`config.mk`:
```
export PLATFORM = sky130hd
export DESIGN_NAME = smt_fifo
export DESIGN_NICKNAME = d
export VERILOG_FILES = /design/src/rtl/smt_pkg.sv /design/src/rtl/smt_fifo.sv
export SDC_FILE = /design/constraint.sdc
export NUM_CORES = 1
export LEC_CHECK = 0
export ABC_AREA = 1
export CAP_MARGIN = 40
export CORE_MARGIN = 5
export CORE_UTILIZATION = 52
export CTS_CLUSTER_DIAMETER = 120
export CTS_CLUSTER_SIZE = 25
export DETAILED_ROUTE_END_ITERATION = 8
export DONT_BUFFER_PORTS = 1
export HOLD_SLACK_MARGIN = 0.12
export PLACE_DENSITY_LB_ADDON = 0.15
export SYNTH_ARGS = -nofsm -noshare
export SYNTH_HDL_FRONTEND = slang
export SYNTH_SLANG_ARGS = --single-unit
```
`constraint.sdc`:
```
create_clock -name i_clk -period 1.3 [get_ports i_clk]
set_input_delay 0.13 -clock i_clk [delete_from_list [all_inputs] [get_ports i_clk]]
set_output_delay 0.13 -clock i_clk [all_outputs]
set_load 0.01 [all_outputs]
```
`src/rtl/smt_pkg.sv`:
```
// package: shared constants and types of the sorted greedy threshold matcher
package smt_pkg;

    localparam int MAX_PAIRS_DEF  = 256;
    localparam int VALUE_BITS_DEF = 16;
    localparam int COUNT_BITS     = 9;
    localparam int QUEUE_DEPTH    = 2;

    typedef struct packed {
        logic store;
        logic drop;
        logic last;
    } t_item_ctrl;

    typedef enum logic [1:0] {
        ST_LOAD,
        ST_WALK,
        ST_DONE
    } t_back_state;

endpackage

```
`src/rtl/smt_fifo.sv`:
```
// short queue between front end and back end
module smt_fifo
    import smt_pkg::*;
#(
    parameter int WIDTH = 8
) (
    input  logic             i_clk,
    input  logic             i_rst_n,
    input  logic             i_push,
    input  logic [WIDTH-1:0] i_data,
    output logic             o_full,
    input  logic             i_pop,
    output logic             o_valid,
    output logic [WIDTH-1:0] o_data
);
    localparam int PTR_W = $clog2(QUEUE_DEPTH);

    logic [WIDTH-1:0] r_mem [QUEUE_DEPTH];
    logic [PTR_W-1:0] r_wr;
    logic [PTR_W-1:0] r_rd;
    logic [PTR_W:0]   r_cnt;

    assign o_full  = r_cnt == (PTR_W+1)'(QUEUE_DEPTH);
    assign o_valid = r_cnt != '0;
    assign o_data  = r_mem[r_rd];

    always_ff @(posedge i_clk) begin
        if (i_push) begin
            r_mem[r_wr] <= i_data;
        end
    end

    always_ff @(posedge i_clk) begin
        if (!i_rst_n) begin
            r_wr  <= '0;
            r_rd  <= '0;
            r_cnt <= '0;
        end else begin
            if (i_push) begin
                r_wr <= r_wr + PTR_W'(1);
            end
            if (i_pop) begin
                r_rd <= r_rd + PTR_W'(1);
            end
            r_cnt <= r_cnt + (PTR_W+1)'(i_push) - (PTR_W+1)'(i_pop);
        end
    end
endmodule

```
==> flow_summary_export.csv, run 1 <==
group,metric,value,unit
worst_setup_path,critical-path-slowest-cell,"dfxtp_1",
timing,timing.final.hold_violations,0,
worst_setup_path,timing.critical_path.required,1.17,ns
clock_tree,clock-sinks,21,
job,max-cap-violations,0,
floorplan,initial_core_util,54.9,%
worst_setup_path,critPathCaptureType,"output port",
routing,routed-via-count,457,
global_routing,first_global_vias,473,
global_routing,global_route.overflow_total,0,
final_layout,drive_gt1_share,31.1,%
worst_setup_path,startpoint_of_the_most_critical_register_to_register_path,"r_cnt[0]",
final_layout,layout.nets,89,
floorplan,ios,22,
worst_setup_path,rr_endpoint,"r_cnt[1]",
clock_tree,worst_skew_pair.late_latency,0.29,ns
worst_setup_path,critical_path_buf_inv_count,1,
yosys,synth_fp_nets,72,
pwr,worst_ir_drop_vdd,822,uV
yosys,synthesis.area_per_instance,14.4,um2
final_layout,n_antenna_cell,0,
timing,slew_headroom,78.7,%
timing,clock-skew-final,0.00109,ns
placed_design,placed_cell_area,861,um2
timing,final_period_minus_worst_setup_slack,1.25,ns
status,outcome,"finished clean",
floorplan,vertical_die_dimension,50.1,um
yosys,sequential_share_of_the_synthesized_area,69.4,%
yosys,synth_top_area_cell,"edfxtp_1",
worst_setup_path,cpPeakStageDelay,0.34,ns
yosys,synth_compound_gate_area_share,0.598,%
routing,vias_per_cell,5.08,
global_routing,grt_max_degree,12,
worst_setup_path,arrival_time_of_the_worst_setup_path,1.12,ns
yosys,post_synthesis_share_of_cell_area_spent_on_xor_and_xnor_gates,0,%
yosys,dominant_combinational_cell_family_by_area_after_synthesis,"multiplexers",
final_layout,mostFrequentLayoutCells,"edfxtp_1, dlygate4sd3_1, mux2_4, nor2_1, nand2_1",
placed_design,dp.cells,75,
global_routing,global_route_wire_length_before_repair,1.94,mm
worst_setup_path,worst_path_dominant_cell_family,"flip-flops",
routing,wl_per_cell,13.1,um
global_routing,antenna_found_initial,0,
worst_setup_path,crit_path_class,"register to output port",
final_layout,syn_to_final_growth,24.4,%
final_layout,instances_no_fill,90,
yosys,ys_seq_elements,21,
yosys,adder_cell_share_of_the_synthesized_area,2.99,%
clock_tree,root_buffer,"clkbuf_4",
yosys,synth_top_cell_area_share,57.4,%
routing,detailedRoute.firstPassIterationCount,2,
clock_tree,maximum_count_of_clock_buffers_along_a_single_path,2,
final_layout,final_area,1040,um2
placed_design,place.port_buffers,0,
timing,layout_worst_path_cycle_share,96.0,%
worst_setup_path,ff2ff_path_depth,8,
min_path,hold_path_end,"r_cnt[1]",
min_path,min_from,"i_pop",
yosys,synth_top_cells_by_area,"edfxtp_1, mux2_4, dfxtp_1",
yosys,postSynthCellCount,58,
final_layout,layout_commonest_cell,"edfxtp_1",
placed_design,dpl.hpwl,786,um
yosys,count_of_different_cell_masters_after_synthesis,10,
worst_setup_path,reg2reg_setup_slack,0.10,ns
timing,tightestPinTransition,0.319,ns
clock_tree,number_of_buffers_created_by_cts,3,
pwr,power.density_cell_area,1240,nW/um2
routing,drt_drc_violations_left,0,
clock_tree,postCtsSetupBuffers,0,
worst_setup_path,crit_cells,2,
min_path,hold_path.class,"primary input to register",
pwr,cellLeakagePower,0.422,nW
worst_setup_path,cp_cell_sequence,"buf_6 -> mux2_4",
clock_tree,clock_tree.htree_level_count,1,
min_path,worst_hold_path.num_cells,3,
timing,final_number_of_max_transition_violations,0,
floorplan,die-area,2510,um2
yosys,muxShareOfSynthArea,14.3,%
worst_setup_path,crit_path_start_kind,"register",
placed_design,gp_routability_congestion,0.625,
yosys,synthesis.area,837,um2
clock_tree,tritoncts_clock_tree,"built",
routing,drt_first_iter_violations,7,
routing,routed_wl,1.18,mm
global_routing,grt_use_total,9.91,%
timing,rsz0062_at_grt,"yes",
worst_setup_path,largest_fanout_on_the_critical_path,8,
floorplan,chipWidth,50.1,um
yosys,synth.yosys.warnings,0,
timing,setup-violations-final,0,
clock_tree,clk_pin_slew_worst_paths,0.10,ns
timing,max_freq,801,MHz
floorplan,core_rows,14,
floorplan,core_area,1520,um2
yosys,synth_simple_gate_area_share,8.22,%
routing,antenna_violating_nets_post_route,0,
[metrics by stage]
| step | power, mW | setup TNS (ns) | hold slack [ns] | utilization, % | setup WS, ns |
|---|---|---|---|---|---|
| after global routing | 1.37 | -0.0286 | 0.128 | 68.3 | -0.0286 |
| after global placement | 0.946 | 0 | 0.227 | 56.5 | 0.0668 |
| after CTS | 1.27 | 0 | 0.135 | 65.4 | 0.0159 |
| after detailed placement | 0.950 | 0 | 0.229 | 56.5 | 0.0562 |
| after floorplan | 0.927 | 0 | 0.223 | - | 0.112 |
| final | 1.29 | 0 | 0.0916 | 68.3 | 0.0521 |
[metal layers]
layer  vias to the layer above  routed length [um]  GRT usage (%)
li1                        229                   -              -
met1                       213                 477           12.0
met2                        15                 608           16.1
met3                         0                  96           2.41
met4                         0                   0           5.24
met5                         -                   0              0
[report_power, final]
group	internal, mW	switching (mW)	leakage [nW]
sequential	0.769	0.0161	0.192
clock	0.119	0.170	0.0150
combinational	0.108	0.111	0.215
[cells in the mapped netlist]
cell type	count
edfxtp_1	16
nand2_1	9
mux2_4	8
nor2_1	8
inv_1	7
dfxtp_1	5
ha_1	2
a21oi_1	1
buf_6	1
nand3_1	1
[how the worst max path moves through the flow]
stage / slack (ns) / start / to
final: 0.05 / register / o_data[3]
after global routing: -0.03 / r_cnt[0] / r_cnt[1]
after CTS: 0.02 / register / o_data[3]
after detailed placement: 0.06 / r_cnt[0] / r_cnt[1]
after global placement: 0.07 / r_cnt[0] / r_cnt[1]
after floorplan: 0.11 / r_cnt[0] / r_cnt[1]
[sequential cells by signal, summed over array words and instances (netlist names), named ones only]
register  count
r_mem        16
r_cnt         2
r_rd          1
r_wr          1
[layout make-up]
| class | count | area (um2) |
|---|---|---|
| sequential | 21 | 582 |
| fill | 121 | 483 |
| multi-input combinational | 29 | 258 |
| timing repair buffer | 13 | 129 |
| clock buffer | 4 | 26.3 |
| inverter | 7 | 26.3 |
| tap | 16 | 20.0 |
[tightest hold or removal path, delay by kind of cell]
kind            cells  cell delay (ns)
compound gates      1             0.03
fa+ha+maj           1             0.11
simple gates        1             0.07
[logic make-up (layout without fill, tap and decap cells)]
| kind of cell | Yosys count | count (layout) |
|---|---|---|
| buf+inv | 8 | 24 |
| mux | 8 | 8 |
| fa+ha+maj | 2 | 2 |
| simple gates | 18 | 18 |
| flops | 21 | 21 |
| compound gates | 1 | 1 |
[repair_timing]
action,CTS,global route
gates resized for setup,0,12
hold buffers,11,0
hold endpoints to repair,21,0
endpoints found under the setup margin,0,9
Note: power is estimated with default switching activity, not from simulation.
==> run 2: changes to the inputs <==
--- a/config.mk
+++ b/config.mk
@@ -6,7 +6,6 @@
 export NUM_CORES = 1
 export LEC_CHECK = 0
 export ABC_AREA = 1
-export CAP_MARGIN = 40
 export CORE_MARGIN = 5
 export CORE_UTILIZATION = 52
 export CTS_CLUSTER_DIAMETER = 120
@@ -14,7 +13,7 @@
 export DETAILED_ROUTE_END_ITERATION = 8
 export DONT_BUFFER_PORTS = 1
 export HOLD_SLACK_MARGIN = 0.12
-export PLACE_DENSITY_LB_ADDON = 0.15
+export PLACE_DENSITY = 0.8
 export SYNTH_ARGS = -nofsm -noshare
 export SYNTH_HDL_FRONTEND = slang
 export SYNTH_SLANG_ARGS = --single-unit
==> run 2 against run 1 <==
Against the previous run: non-clock buffer count did not move; largest cell class unchanged; first-iteration DRC count rose by 14%; combinational power increased by 4%; sequential power barely moved; register-to-register slack got worse by 0.04 ns; highest routed layer is now met4; final area is 0.12% higher; setup slack worse by 0.0042 ns.
==> flow_summary_export.csv, run 2 (synthesis results as in run 1) <==
group,metric,value,unit
status,outcome,"finished clean",
global_routing,first_global_vias,496,
worst_setup_path,critical_path_buf_inv_count,1,
timing,clock-skew-final,0.00541,ns
routing,routed_wl,1.38,mm
floorplan,ios,22,
global_routing,antenna_found_initial,0,
clock_tree,clock-sinks,21,
worst_setup_path,critPathCaptureType,"output port",
routing,drt_first_iter_violations,8,
final_layout,layout.filler_cells,115,
pwr,cellLeakagePower,0.425,nW
final_layout,multiInputGateArea,258,um2
floorplan,die-area,2510,um2
global_routing,grt_use_total,11.4,%
global_routing,grt_max_degree,13,
worst_setup_path,critical-path-slowest-cell,"dfxtp_1",
placed_design,place.port_buffers,0,
final_layout,drive_gt1_share,32.4,%
worst_setup_path,arrival_time_of_the_worst_setup_path,1.12,ns
global_routing,global_route_wire_length_before_repair,2.16,mm
timing,slew_headroom,78.7,%
clock_tree,cts_hold_buf,11,
routing,drt_drc_violations_left,0,
final_layout,flip_flop_count_of_the_largest_register_after_layout,16,
min_path,hold_path.class,"primary input to register",
final_layout,mostFrequentLayoutCells,"edfxtp_1, dlygate4sd3_1, mux2_4, nor2_1, nand2_1",
placed_design,dp.cells,75,
worst_setup_path,timing.critical_path.required,1.17,ns
timing,layout_worst_path_cycle_share,96.3,%
final_layout,layout_commonest_cell,"edfxtp_1",
clock_tree,clock_tree.htree_level_count,1,
final_layout,syn_to_final_growth,24.5,%
placed_design,dpl.hpwl,855,um
worst_setup_path,cpPeakStageDelay,0.34,ns
routing,routed-via-count,473,
timing,tightestPinTransition,0.319,ns
final_layout,n_antenna_cell,0,
clock_tree,clk_pin_slew_worst_paths,0.12,ns
timing,final_number_of_max_transition_violations,0,
clock_tree,number_of_buffers_created_by_cts,3,
final_layout,regMostFlops,"r_mem",
worst_setup_path,largest_fanout_on_the_critical_path,8,
job,max-cap-violations,0,
placed_design,placed_cell_area,861,um2
clock_tree,maximum_count_of_clock_buffers_along_a_single_path,2,
timing,timing.hold.ws,0.114,ns
clock_tree,tritoncts_clock_tree,"built",
worst_setup_path,cp_cell_sequence,"buf_6 -> mux2_4",
floorplan,core_rows,14,
routing,wl_per_cell,15.3,um
final_layout,instances_no_fill,90,
final_layout,reg_top3,"r_mem x16, r_cnt x2",
global_routing,global_route.overflow_total,0,
final_layout,ff_latch_area,582,um2
pwr,worst_ir_drop_vdd,712,uV
floorplan,initial_core_util,54.9,%
timing,final_period_minus_worst_setup_slack,1.25,ns
final_layout,final_area,1040,um2
timing,post-route-worst-setup-slack,0.0479,ns
clock_tree,root_buffer,"clkbuf_4",
clock_tree,worst_skew_pair.late_latency,0.30,ns
placed_design,dp_worst_setup_slack,0.00474,ns
worst_setup_path,crit_path_start_kind,"register",
floorplan,vertical_die_dimension,50.1,um
pwr,power.density_cell_area,1260,nW/um2
worst_setup_path,crit_path_class,"register to output port",
routing,detailedRoute.firstPassIterationCount,4,
floorplan,chipWidth,50.1,um
routing,vias_per_cell,5.26,
routing,antenna_violating_nets_post_route,0,
timing,timing.final.hold_violations,0,
floorplan,core_area,1520,um2
timing,setup-violations-final,0,
timing,max_freq,799,MHz
final_layout,layout.nets,89,
placed_design,gp_routability_congestion,0.712,
worst_setup_path,worst_path_dominant_cell_family,"flip-flops",
-- run 2: path summary, 6_finish.rpt --
| kind | startpoint | to | slack [ns] | depth (start not counted) |
|---|---|---|---|---|
| max | register | o_data[5] | 0.05 | 2 |
| max reg2reg | r_cnt[0] | r_cnt[1] | 0.06 | 8 |
| min reg2reg | r_rd | register | 0.53 | 2 |
| min | i_pop | r_cnt[1] | 0.11 | 3 |
-- run 2: worst register-to-register path, cell delays in order (launching register included) --
cell and delay, ns:
dfxtp_2 0.35, inv_2 0.05, ha_4 0.25, inv_2 0.04
ha_4 0.16, inv_2 0.05, nand2_2 0.07, a21oi_2 0.13
nor2_1 0.06
-- run 2: per-layer routing --
layer / GRT usage (%) / wire length (um)
met1: 13.0 / 522
met2: 18.2 / 713
met3: 4.22 / 133
met4: 6.55 / 9
met5: 0 / 0
-- run 2: what timing repair did --
item,CTS,global route
endpoints found under the setup margin,1,9
gates resized for setup,1,11
buffers inserted,0,0
hold endpoints to repair,21,1
pin swaps,0,2
-- run 2: power by group --
part	internal [mW]	switching, mW	total [mW]
sequential	0.769	0.0174	0.786
combinational	0.110	0.116	0.226
clock	0.114	0.190	0.304
total	0.993	0.323	1.32
-- run 2: metrics by stage --
stage	util, %	setup TNS [ns]	total power [mW]
CTS	65.6	0	1.28
global route	68.4	-0.0149	1.39
global placement	56.5	0	0.944
finish	68.4	0	1.32
detailed placement	56.5	0	0.953
floorplan	-	0	0.927
-- run 2: final cells by class --
cell class                      instances  area share [%]
Inverter                                7            2.52
Sequential cell                        21            55.8
Clock inverter                          1           0.480
Clock buffer                            3            2.16
Timing Repair Buffer                   13            12.4
Multi-Input combinational cell         29            24.7
Tap cell                               16            1.92
