[src/rtl/smt_pkg.sv]
// package: shared constants and types of the sorted greedy threshold matcher
package smt_pkg;

    localparam int MAX_PAIRS_DEF  = 256;
    localparam int VALUE_BITS_DEF = 16;
    localparam int COUNT_BITS     = 9;
    localparam int QUEUE_DEPTH    = 2;

    typedef struct packed {
        logic store;
        logic drop;
        logic last;
    } t_item_ctrl;

    typedef enum logic [1:0] {
        ST_LOAD,
        ST_WALK,
        ST_DONE
    } t_back_state;

endpackage

[src/rtl/smt_if.sv]
// interfaces: input pair channel and result channel
interface smt_in_if #(parameter int VALUE_BITS = 16);
    logic                  valid;
    logic                  ready;
    logic [VALUE_BITS-1:0] demand_value;
    logic [VALUE_BITS-1:0] capacity_value;
    logic                  last_pair;

    modport source (output valid, demand_value, capacity_value, last_pair, input ready);
    modport sink (input valid, demand_value, capacity_value, last_pair, output ready);
endinterface


[src/rtl/smt_front.sv]
// front end: accepts pairs and marks each as stored or dropped
module smt_front
    import smt_pkg::*;
#(
    parameter int MAX_PAIRS  = MAX_PAIRS_DEF,
    parameter int VALUE_BITS = VALUE_BITS_DEF
) (
    input  logic                  i_clk,
    input  logic                  i_rst_n,
    smt_in_if.sink                i_in,
    output logic                  o_push,
    output logic [VALUE_BITS-1:0] o_demand,
    output logic [VALUE_BITS-1:0] o_capacity,
    output t_item_ctrl            o_ctrl,
    input  logic                  i_full
);
    localparam int CNT_W = $clog2(MAX_PAIRS + 1);

    logic [CNT_W-1:0] r_cnt;
    logic [CNT_W-1:0] n_cnt;
    logic             store;

    assign i_in.ready  = !i_full;
    assign o_push      = i_in.valid && !i_full;
    assign o_demand    = i_in.demand_value;
    assign o_capacity  = i_in.capacity_value;
    assign store       = r_cnt < CNT_W'(MAX_PAIRS);
    assign o_ctrl      = '{store: store, drop: !store, last: i_in.last_pair};

    always_comb begin
        n_cnt = r_cnt;
        if (o_push) begin
            if (i_in.last_pair) begin
                n_cnt = '0;
            end else if (store) begin
                n_cnt = r_cnt + CNT_W'(1);
            end
        end
    end

    always_ff @(posedge i_clk) begin
        if (!i_rst_n) begin
            r_cnt <= '0;
        end else begin
            r_cnt <= n_cnt;
        end
    end
endmodule

[src/flat_wrapper.sv]
// flat-port wrapper written by rule: the top's interface ports become plain ports
module smt_front_flat import smt_pkg::*;
#(
    parameter int MAX_PAIRS  = MAX_PAIRS_DEF,
    parameter int VALUE_BITS = VALUE_BITS_DEF
)
  (i_clk, i_rst_n, o_push, o_demand, o_capacity, o_ctrl, i_full, i_in_valid, i_in_demand_value, i_in_capacity_value, i_in_last_pair, i_in_ready);
  smt_in_if #(.VALUE_BITS(VALUE_BITS)) i_in_i ();
  input  logic i_clk;
  input  logic i_rst_n;
  output logic o_push;
  output logic [VALUE_BITS-1:0] o_demand;
  output logic [VALUE_BITS-1:0] o_capacity;
  output t_item_ctrl o_ctrl;
  input  logic i_full;
  input wire logic [$bits(i_in_i.valid)-1:0] i_in_valid;
  input wire logic [$bits(i_in_i.demand_value)-1:0] i_in_demand_value;
  input wire logic [$bits(i_in_i.capacity_value)-1:0] i_in_capacity_value;
  input wire logic [$bits(i_in_i.last_pair)-1:0] i_in_last_pair;
  output wire logic [$bits(i_in_i.ready)-1:0] i_in_ready;
  assign i_in_i.valid = i_in_valid;
  assign i_in_i.demand_value = i_in_demand_value;
  assign i_in_i.capacity_value = i_in_capacity_value;
  assign i_in_i.last_pair = i_in_last_pair;
  assign i_in_ready = i_in_i.ready;
  smt_front #(.MAX_PAIRS(MAX_PAIRS), .VALUE_BITS(VALUE_BITS)) u_core (.i_clk(i_clk), .i_rst_n(i_rst_n), .i_in(i_in_i), .o_push(o_push), .o_demand(o_demand), .o_capacity(o_capacity), .o_ctrl(o_ctrl), .i_full(i_full));
endmodule
[config.mk]
export PLATFORM = sky130hd
export DESIGN_NAME = smt_front_flat
export DESIGN_NICKNAME = d
export VERILOG_FILES = /design/src/rtl/smt_pkg.sv /design/src/rtl/smt_if.sv /design/src/rtl/smt_front.sv /design/src/flat_wrapper.sv
export SDC_FILE = /design/constraint.sdc
export NUM_CORES = 1
export LEC_CHECK = 0
export BUFFER_PORTS_ARGS = -buffer_cell sky130_fd_sc_hd__buf_2
export CORE_MARGIN = 4
export CORE_UTILIZATION = 36
export CTS_CLUSTER_SIZE = 16
export DETAILED_ROUTE_END_ITERATION = 16
export MAX_ROUTING_LAYER = met4
export PLACE_DENSITY = 0.8
export REMOVE_ABC_BUFFERS = 1
export SETUP_SLACK_MARGIN = 0.05
export SYNTH_ARGS = -nofsm -noshare
export SYNTH_HDL_FRONTEND = slang
export SYNTH_SLANG_ARGS = --single-unit
[constraint.sdc]
create_clock -name i_clk -period 1.6 [get_ports i_clk]
set_input_delay 0.16 -clock i_clk [delete_from_list [all_inputs] [get_ports i_clk]]
set_output_delay 0.16 -clock i_clk [all_outputs]
set_load 0.03 [all_outputs]
==> results of run 1 <==
==> cells by family after synthesis <==
kind of cell    share of synthesized area (%)
simple gates                             20.5
buf+inv                                  41.4
fa+ha+maj                                1.64
compound gates                           8.87
mux                                      3.94
flops                                    23.6
==> synthesized netlist by cell type <==
cell type,number,area (µm²)
sky130_fd_sc_hd__nand4_1,2,12.5
sky130_fd_sc_hd__ha_1,1,12.5
sky130_fd_sc_hd__o31ai_1,3,22.5
sky130_fd_sc_hd__mux2i_1,3,30.0
sky130_fd_sc_hd__a21boi_1,1,7.51
sky130_fd_sc_hd__inv_1,7,26.3
sky130_fd_sc_hd__a21boi_0,1,7.51
sky130_fd_sc_hd__nand2_1,2,7.51
sky130_fd_sc_hd__nor2b_2,1,8.76
sky130_fd_sc_hd__o21ai_0,2,10.0
sky130_fd_sc_hd__dfxtp_1,9,180
sky130_fd_sc_hd__nand3_1,7,35.0
sky130_fd_sc_hd__nand3b_1,3,22.5
sky130_fd_sc_hd__nand2b_4,1,13.8
sky130_fd_sc_hd__a21oi_1,4,20.0
sky130_fd_sc_hd__buf_4,37,278
sky130_fd_sc_hd__or4_1,5,37.5
sky130_fd_sc_hd__buf_6,1,11.3
sky130_fd_sc_hd__nor4_1,3,18.8
==> critical path, stage by stage, from the launching register on <==
cell and delay, ns:
sky130_fd_sc_hd__dfxtp_1 0.37, sky130_fd_sc_hd__ha_1 0.21, sky130_fd_sc_hd__nand3_2 0.12, sky130_fd_sc_hd__or4_1 0.51, sky130_fd_sc_hd__a21oi_1 0.15
==> layer usage <==
| layer | global-route usage, % | vias up | wire (µm) |
|---|---|---|---|
| met5 | - | - | 0 |
| met4 | 7.47 | 0 | 38 |
| met3 | 21.1 | 5 | 616 |
| met2 | 17.5 | 58 | 769 |
| met1 | 18.8 | 244 | 884 |
| li1 | - | 233 | - |
==> final cells by class <==
cell class / count / area [µm²]
well taps: 27 / 33.8
repair buffers: 9 / 45.0
clock buffers: 4 / 26.3
inverters: 7 / 26.3
multi-input cells: 39 / 272
fillers: 207 / 1400
flip-flops and latches: 9 / 181
==> worst min-delay path by stage <==
stage | from | to | slack [ns]
floorplan | i_rst_n | u_core.r_cnt[0]$_SDFFE_PN0P_ | 0.31
global placement | i_in_capacity_value[0] | o_capacity[0] | 0.32
detailed placement | i_in_capacity_value[0] | o_capacity[0] | 0.32
CTS | i_rst_n | u_core.r_cnt[1]$_SDFFE_PN0P_ | 0.23
global route | i_rst_n | u_core.r_cnt[0]$_SDFFE_PN0P_ | 0.24
finish | i_rst_n | u_core.r_cnt[0]$_SDFFE_PN0P_ | 0.23
==> power by group <==
group / switching (µW) / total (µW) / leakage, µW / internal [µW]
logic: 28.6 / 42.4 / 0.000115 / 13.8
registers: 1.61 / 227 / 0.0000730 / 226
clock network: 87.0 / 184 / 0.0000150 / 96.5
total: 117 / 453 / 0.000203 / 336
==> stage by stage <==
step / power (µW) / std cells / utilization, % / hold slack, ns
3_5_place_dp: 274 / 91 / 27.8 / 0.321
5_1_grt: 478 / 95 / 29.5 / 0.242
6_report: 453 / 95 / 29.5 / 0.232
2_1_floorplan: 253 / 55 / - / 0.313
4_1_cts: 454 / 95 / 29.2 / 0.229
3_3_place_gp: 272 / 91 / 27.8 / 0.321
==> summary.md, run 1 <==
The placement-stage cell area was 552 µm²; the cts-stage hold buffer count was 0. The setup path with the least slack is of type reg2reg. Of the available clock period, the critical path in the final layout requires 89.2%. The worst clock skew on the final layout was 0.00106 ns.

Most common cell after layout, fill and taps aside: sky130_fd_sc_hd__buf_2. The net total in the final layout is 107. The number of cells on the worst hold path works out to 2.

For the required time of the worst setup path, the log shows 1.80 ns. The number of antenna violations at the first check in global routing came out at 0. The final antenna-violating net count is 0, and the maximum fanout count along the critical path is 4.

The number of storage elements in the synthesis netlist was 9; the total global-route track usage was 17.3%. After clock tree synthesis, the setup repair step added 0 buffers. Routability-driven placement finished with a final weighted congestion of 0.846. TritonCTS created 3 clock buffers. The initialized floorplan defines 16 standard-cell rows.

The smallest setup slack after layout is 0.172 ns, and the post-synthesis average cell area is 8.19 µm². The tools report the CTS root buffer as sky130_fd_sc_hd__clkbuf_4. The setup slack of the most critical reg-to-reg path was 0.17 ns; the final hold violation count was 0. For the worst flop-to-flop path, the logic depth is 4.

The min-delay analysis places its worst path in the category in2reg. The ratio of routed vias to standard cells works out to 5.68. Setup repair after global routing left no endpoint under its margin.

The tools report the gate count after technology mapping as 93. The die width works out to 54.0 µm. The area of the placeable core is 1980 µm². The maximum level of the CTS H-tree was 1. The number of flip-flops under the largest register name is 9, and the largest net degree at the start of global routing is 15.

For the max-cap check violation count, the log shows 0. For the count of final max-slew check failures, the log shows 0. After synthesis the cells add up to 762 µm².

The number of synthesis warnings was 0; the routed length per instance was 24.3 µm. The run gives 701 MHz as the highest clock frequency the design can meet. The signed area change from the synthesized netlist to the final layout came out at -23.3%.

Reg-to-reg critical path endpoint: u_core.r_cnt[8]$_SDFFE_PN0P_. After legalization and detailed placement, the total HPWL measured 1.79 mm. Power spread over the standard cell area amounts to 776 nW/µm².

TritonCTS built the clock tree. The die is 54.0 µm tall. The later-pin clock latency in the skew report is 0.27 ns, and the number of buffers on the longest clock path is 2. 0 antenna diodes ended up in the layout. The library cells used most frequently in the layout, excluding fill and tap cells, are sky130_fd_sc_hd__buf_2, sky130_fd_sc_hd__dfxtp_1, sky130_fd_sc_hd__inv_1, sky130_fd_sc_hd__nand3_1, sky130_fd_sc_hd__or4_1. The startpoint identified for the worst register-to-register timing path is u_core.r_cnt[1]$_SDFFE_PN0P_.

The endpoint arrival time on the critical path was 1.63 ns. For the pin with the worst max-slew slack, the measured transition is 0.387 ns. Once the floorplan was initialized, standard cells occupied 38.4% of the core. The tools report the maximum resistive drop on vdd as 487 µV. Post-CTS repair changed the size of 0 cells. The clock sink count was 9. The first detailed-routing pass took 4 iterations.

The number of unique standard cell types used by synthesis came out at 19. The number of global-route vias before repair came out at 487. The starting DRC count in detailed routing is 25, and the sequential-to-total area share from yosys stat is 23.6%. For the total negative slack, the log shows 0 ns.

The proportion of layout cells with a drive suffix above 1 is 23.5%. The total wirelength of the detailed-routed design is 2.31 mm. In this run the worst setup path terminates at u_core.r_cnt[8]$_SDFFE_PN0P_. The worst pin sits at a relative slew slack of 74.1%.

For the finished layout, the period the worst path requires is 1.43 ns. STA classifies the critical path startpoint as a flop. The routed layout has 540 vias.

The largest registers in the layout are u_core.r_cnt (9). The number of I/O port buffers was 9. The element type at the critical path end was a flop.

For this design the top-level I/O count stands at 74. The total DRC errors in the routed layout came out at 0. The run gives 584 µm² as the post-layout instance area. The total grt overflow was 0; the standby leakage power was 0.000203 µW. Setup violations remaining at the end of the flow were counted as 0. The first global-routing pass estimated 3.16 mm of wire. At the placement stage, the worst setup path has a slack of 0.206 ns. In this run the worst setup path begins at u_core.r_cnt[1]$_SDFFE_PN0P_. Clock-pin slew was measured on the worst setup and hold paths at 0.06 ns. The die area was 2920 µm². The run finished with clean final reports. The register with the most flip-flops in the final layout is u_core.r_cnt.
Power figures use the tool's default switching activity.
==> run 2: changes to the inputs <==
--- a/config.mk
+++ b/config.mk
@@ -11,7 +11,7 @@
 export CTS_CLUSTER_SIZE = 16
 export DETAILED_ROUTE_END_ITERATION = 16
 export MAX_ROUTING_LAYER = met4
-export PLACE_DENSITY = 0.8
+export PLACE_DENSITY = 0.89
 export REMOVE_ABC_BUFFERS = 1
 export SETUP_SLACK_MARGIN = 0.05
 export SYNTH_ARGS = -nofsm -noshare
==> constraint.sdc (replaced) <==
create_clock -name i_clk -period 1.5 [get_ports i_clk]
set_input_delay 0.15 -clock i_clk [delete_from_list [all_inputs] [get_ports i_clk]]
set_output_delay 0.15 -clock i_clk [all_outputs]
set_load 0.03 [all_outputs]
==> run 2 against run 1 <==
Highest routed layer unchanged; core utilization is 0.13 points higher; fmax increased by 4.5%; die area did not move; critical endpoint unchanged; combinational power increased by 4%; clock power up 3%.
==> summary.md, run 2 (synthesis results as in run 1) <==
Across the routed clock network, the largest skew measured is 0.00396 ns. The setup check on the worst reg-to-reg path leaves a slack of 0.13 ns. For the number of global-route vias before repair, the log shows 522.

The tools report the starting density of the core as 38.4%. After layout, the worst path uses 91.1% of the clock period. The worst slack after detailed placement was 0.0994 ns. The worst pin sits at a relative slew slack of 75.9%. Relative to the synthesized area, the layout overhead comes to -23.0%. Setup repair after global routing left no endpoint under its margin.

Net switching is 24.8% of the power. Entering global routing, the biggest net connects 15 pins. The half-perimeter wire length after detailed placement came out at 1.79 mm. In the routed design, unresolved DRC markers number 0.

In this run the standard cell core region covers 1980 µm². In this design, the largest share of critical-path delay is due to simple AND/OR/NAND/NOR gates. The required time of the worst setup path is 1.70 ns, and the final critical path time including I/O delays and setup is 1.37 ns. The logs give 1 for the maximum level of the CTS H-tree and 0.000200 µW for the standby leakage power. The utilization after layout was 29.6%.

Summed over all layers, the routed wires come to 2.20 mm. The routed layout has 542 vias. Cell internal power was estimated by the tool at 358 µW. Cells with a size suffix above 1 make up 25.0% of the layout. Number of flip-flops under the largest register name: 9. The clock drives 9 sinks. For the pin with the worst max-slew slack, the measured transition is 0.359 ns. The tools report the global-route wire length before repair as 3.15 mm.

The tools report the reg-to-reg critical path endpoint as u_core.r_cnt[8]$_SDFFE_PN0P_. The tools report the row count as 16. Clock latency on the worst-skew pair, taken at its later pin, is 0.26 ns.

The highest clock frequency the design can meet was 732 MHz; the total global-route track usage was 16.9%. Dividing the detail-routed via count by the number of cells gives 5.71. The element type at the critical path end is a flop. Of all nets on the critical path, the largest fanout is 4. Before antenna repair, the detailed router went through 4 iterations. VDD sags by at most 390 µV. The worst register-to-register path has a depth of 4. The largest single stage delay on the critical path is 0.47 ns.

The tools report the launching element type of the critical path as a flop. In this run the worst setup path terminates at u_core.r_cnt[8]$_SDFFE_PN0P_. TritonCTS built the clock tree.

The number of I/O pins is 74, and the die width is 54.0 µm. The total grt overflow came out at 0. The net total in the final layout was 107. The count of buffers added on input and output ports is 9. In this run the critical register-to-register path is launched from u_core.r_cnt[1]$_SDFFE_PN0P_. Register name with the most flops: u_core.r_cnt. For the worst setup path, the data arrival time is 1.57 ns. The buffering stage count on the worst path with inverters included is 0. The count of final setup violators came out at 0. The final hold violation count came out at 0. The critical path starts at u_core.r_cnt[1]$_SDFFE_PN0P_. Number of buffers on the longest clock path: 2. The run gives 0 ns as the total negative slack. Clock-pin slew was measured on the worst setup and hold paths at 0.06 ns. The worst hold path belongs to the class in2reg. The tools report the part of the power in combinational logic as 9.3%. The critical path class was reg2reg. In the layout the commonest cells are sky130_fd_sc_hd__buf_2, sky130_fd_sc_hd__dfxtp_1, sky130_fd_sc_hd__inv_1, sky130_fd_sc_hd__nand3_1, sky130_fd_sc_hd__or4_1. In this run, the number of DRC markers left after iteration 0 of detailed routing was 8. In the post-route analysis, the smallest setup slack over all paths is 0.133 ns. The run gives 0 as the final antenna-violating net count.

Clock tree synthesis inserted a total of 3 buffers. Logic depth of the worst path, buffers included: 4. Leaving out fill and tap cells, the most frequent cell in the layout is sky130_fd_sc_hd__buf_2. Post-CTS setup buffer count: 0. The total power density per cell area works out to 812 nW/µm².

For this design the total switching power over the nets is 118 µW. The run gives 0 as the count of final max-slew check failures. The repair_antennas step left the layout with diodes totalling 0. For the number of antenna violations at the first check in global routing, the log shows 0. At the end of routability-driven placement, the weighted congestion stood at 0.857. The run finished with clean final reports.

From bottom edge to top edge, the die measures 54.0 µm. The largest individual stage delay along the critical path comes from the cell sky130_fd_sc_hd__or4_1. The power share of the sequential group came out at 50.9%. The largest registers in the layout are u_core.r_cnt (9).

The logs give 0 for the max-cap check violation count and 39.8% for the proportion of power drawn by the clock network. In the final routed layout, each cell accounts on average for 23.2 µm. The tools report the die area as 2920 µm².

Traced cell by cell, the critical path runs through ha_2 -> nand3_2 -> or4_1 -> a21oi_1. The root buffer cell chosen for the clock tree is sky130_fd_sc_hd__clkbuf_4.
## run 2: cell counts in the layout (fill, tap and decap cells not counted)
Identical to the previous run, type by type.
## run 2: timing repair
action / 4_1_cts / 5_1_grt
endpoints found under the setup margin: 0 / 4
endpoints found under the hold margin: 0 / 0
resized for setup: 0 / 3
hold buffers: 0 / 0
## run 2: power by group through the flow
stage | Sequential, µW | Combinational [µW] | Clock [µW]
2_1_floorplan | 247 | 23.3 | 0
3_3_place_gp | 247 | 42.7 | 0
3_5_place_dp | 248 | 44.6 | 0
4_1_cts | 242 | 44.7 | 193
5_1_grt | 242 | 49.8 | 202
6_report | 242 | 44.2 | 190
## run 2: how the worst min path moves through the flow
stage | start | endpoint | slack (ns) | cells after the start
after global routing | i_rst_n | u_core.r_cnt[1]$_SDFFE_PN0P_ | 0.23 | 2
after floorplan | i_in_capacity_value[0] | o_capacity[0] | 0.30 | 0
after detailed placement | i_in_capacity_value[0] | o_capacity[0] | 0.30 | 0
after CTS | i_rst_n | u_core.r_cnt[1]$_SDFFE_PN0P_ | 0.22 | 2
after global placement | i_in_capacity_value[0] | o_capacity[0] | 0.30 | 0
final | i_rst_n | u_core.r_cnt[1]$_SDFFE_PN0P_ | 0.22 | 2
## run 2: routing by layer
metal | global-route usage, % | up-vias | wire, µm
li1 | - | 234 | -
met1 | 18.2 | 242 | 864
met2 | 17.5 | 62 | 699
met3 | 20.8 | 4 | 614
met4 | 6.22 | 0 | 24
met5 | - | - | 0
## run 2: final cells by class
| class | count | area, µm² |
|---|---|---|
| well taps | 27 | 33.8 |
| inverters | 7 | 26.3 |
| flip-flops and latches | 9 | 181 |
| multi-input cells | 39 | 274 |
| repair buffers | 9 | 45.0 |
| clock buffers | 4 | 26.3 |
| fillers | 219 | 1400 |
## run 2: stage by stage
stage,hold slack (ns),cells,instance area (µm²),total power [µW]
after floorplan,0.300,55,473,270
after global placement,0.301,91,552,290
after detailed placement,0.301,91,552,292
after CTS,0.217,95,578,480
after global routing,0.234,95,587,494
final,0.219,95,587,476
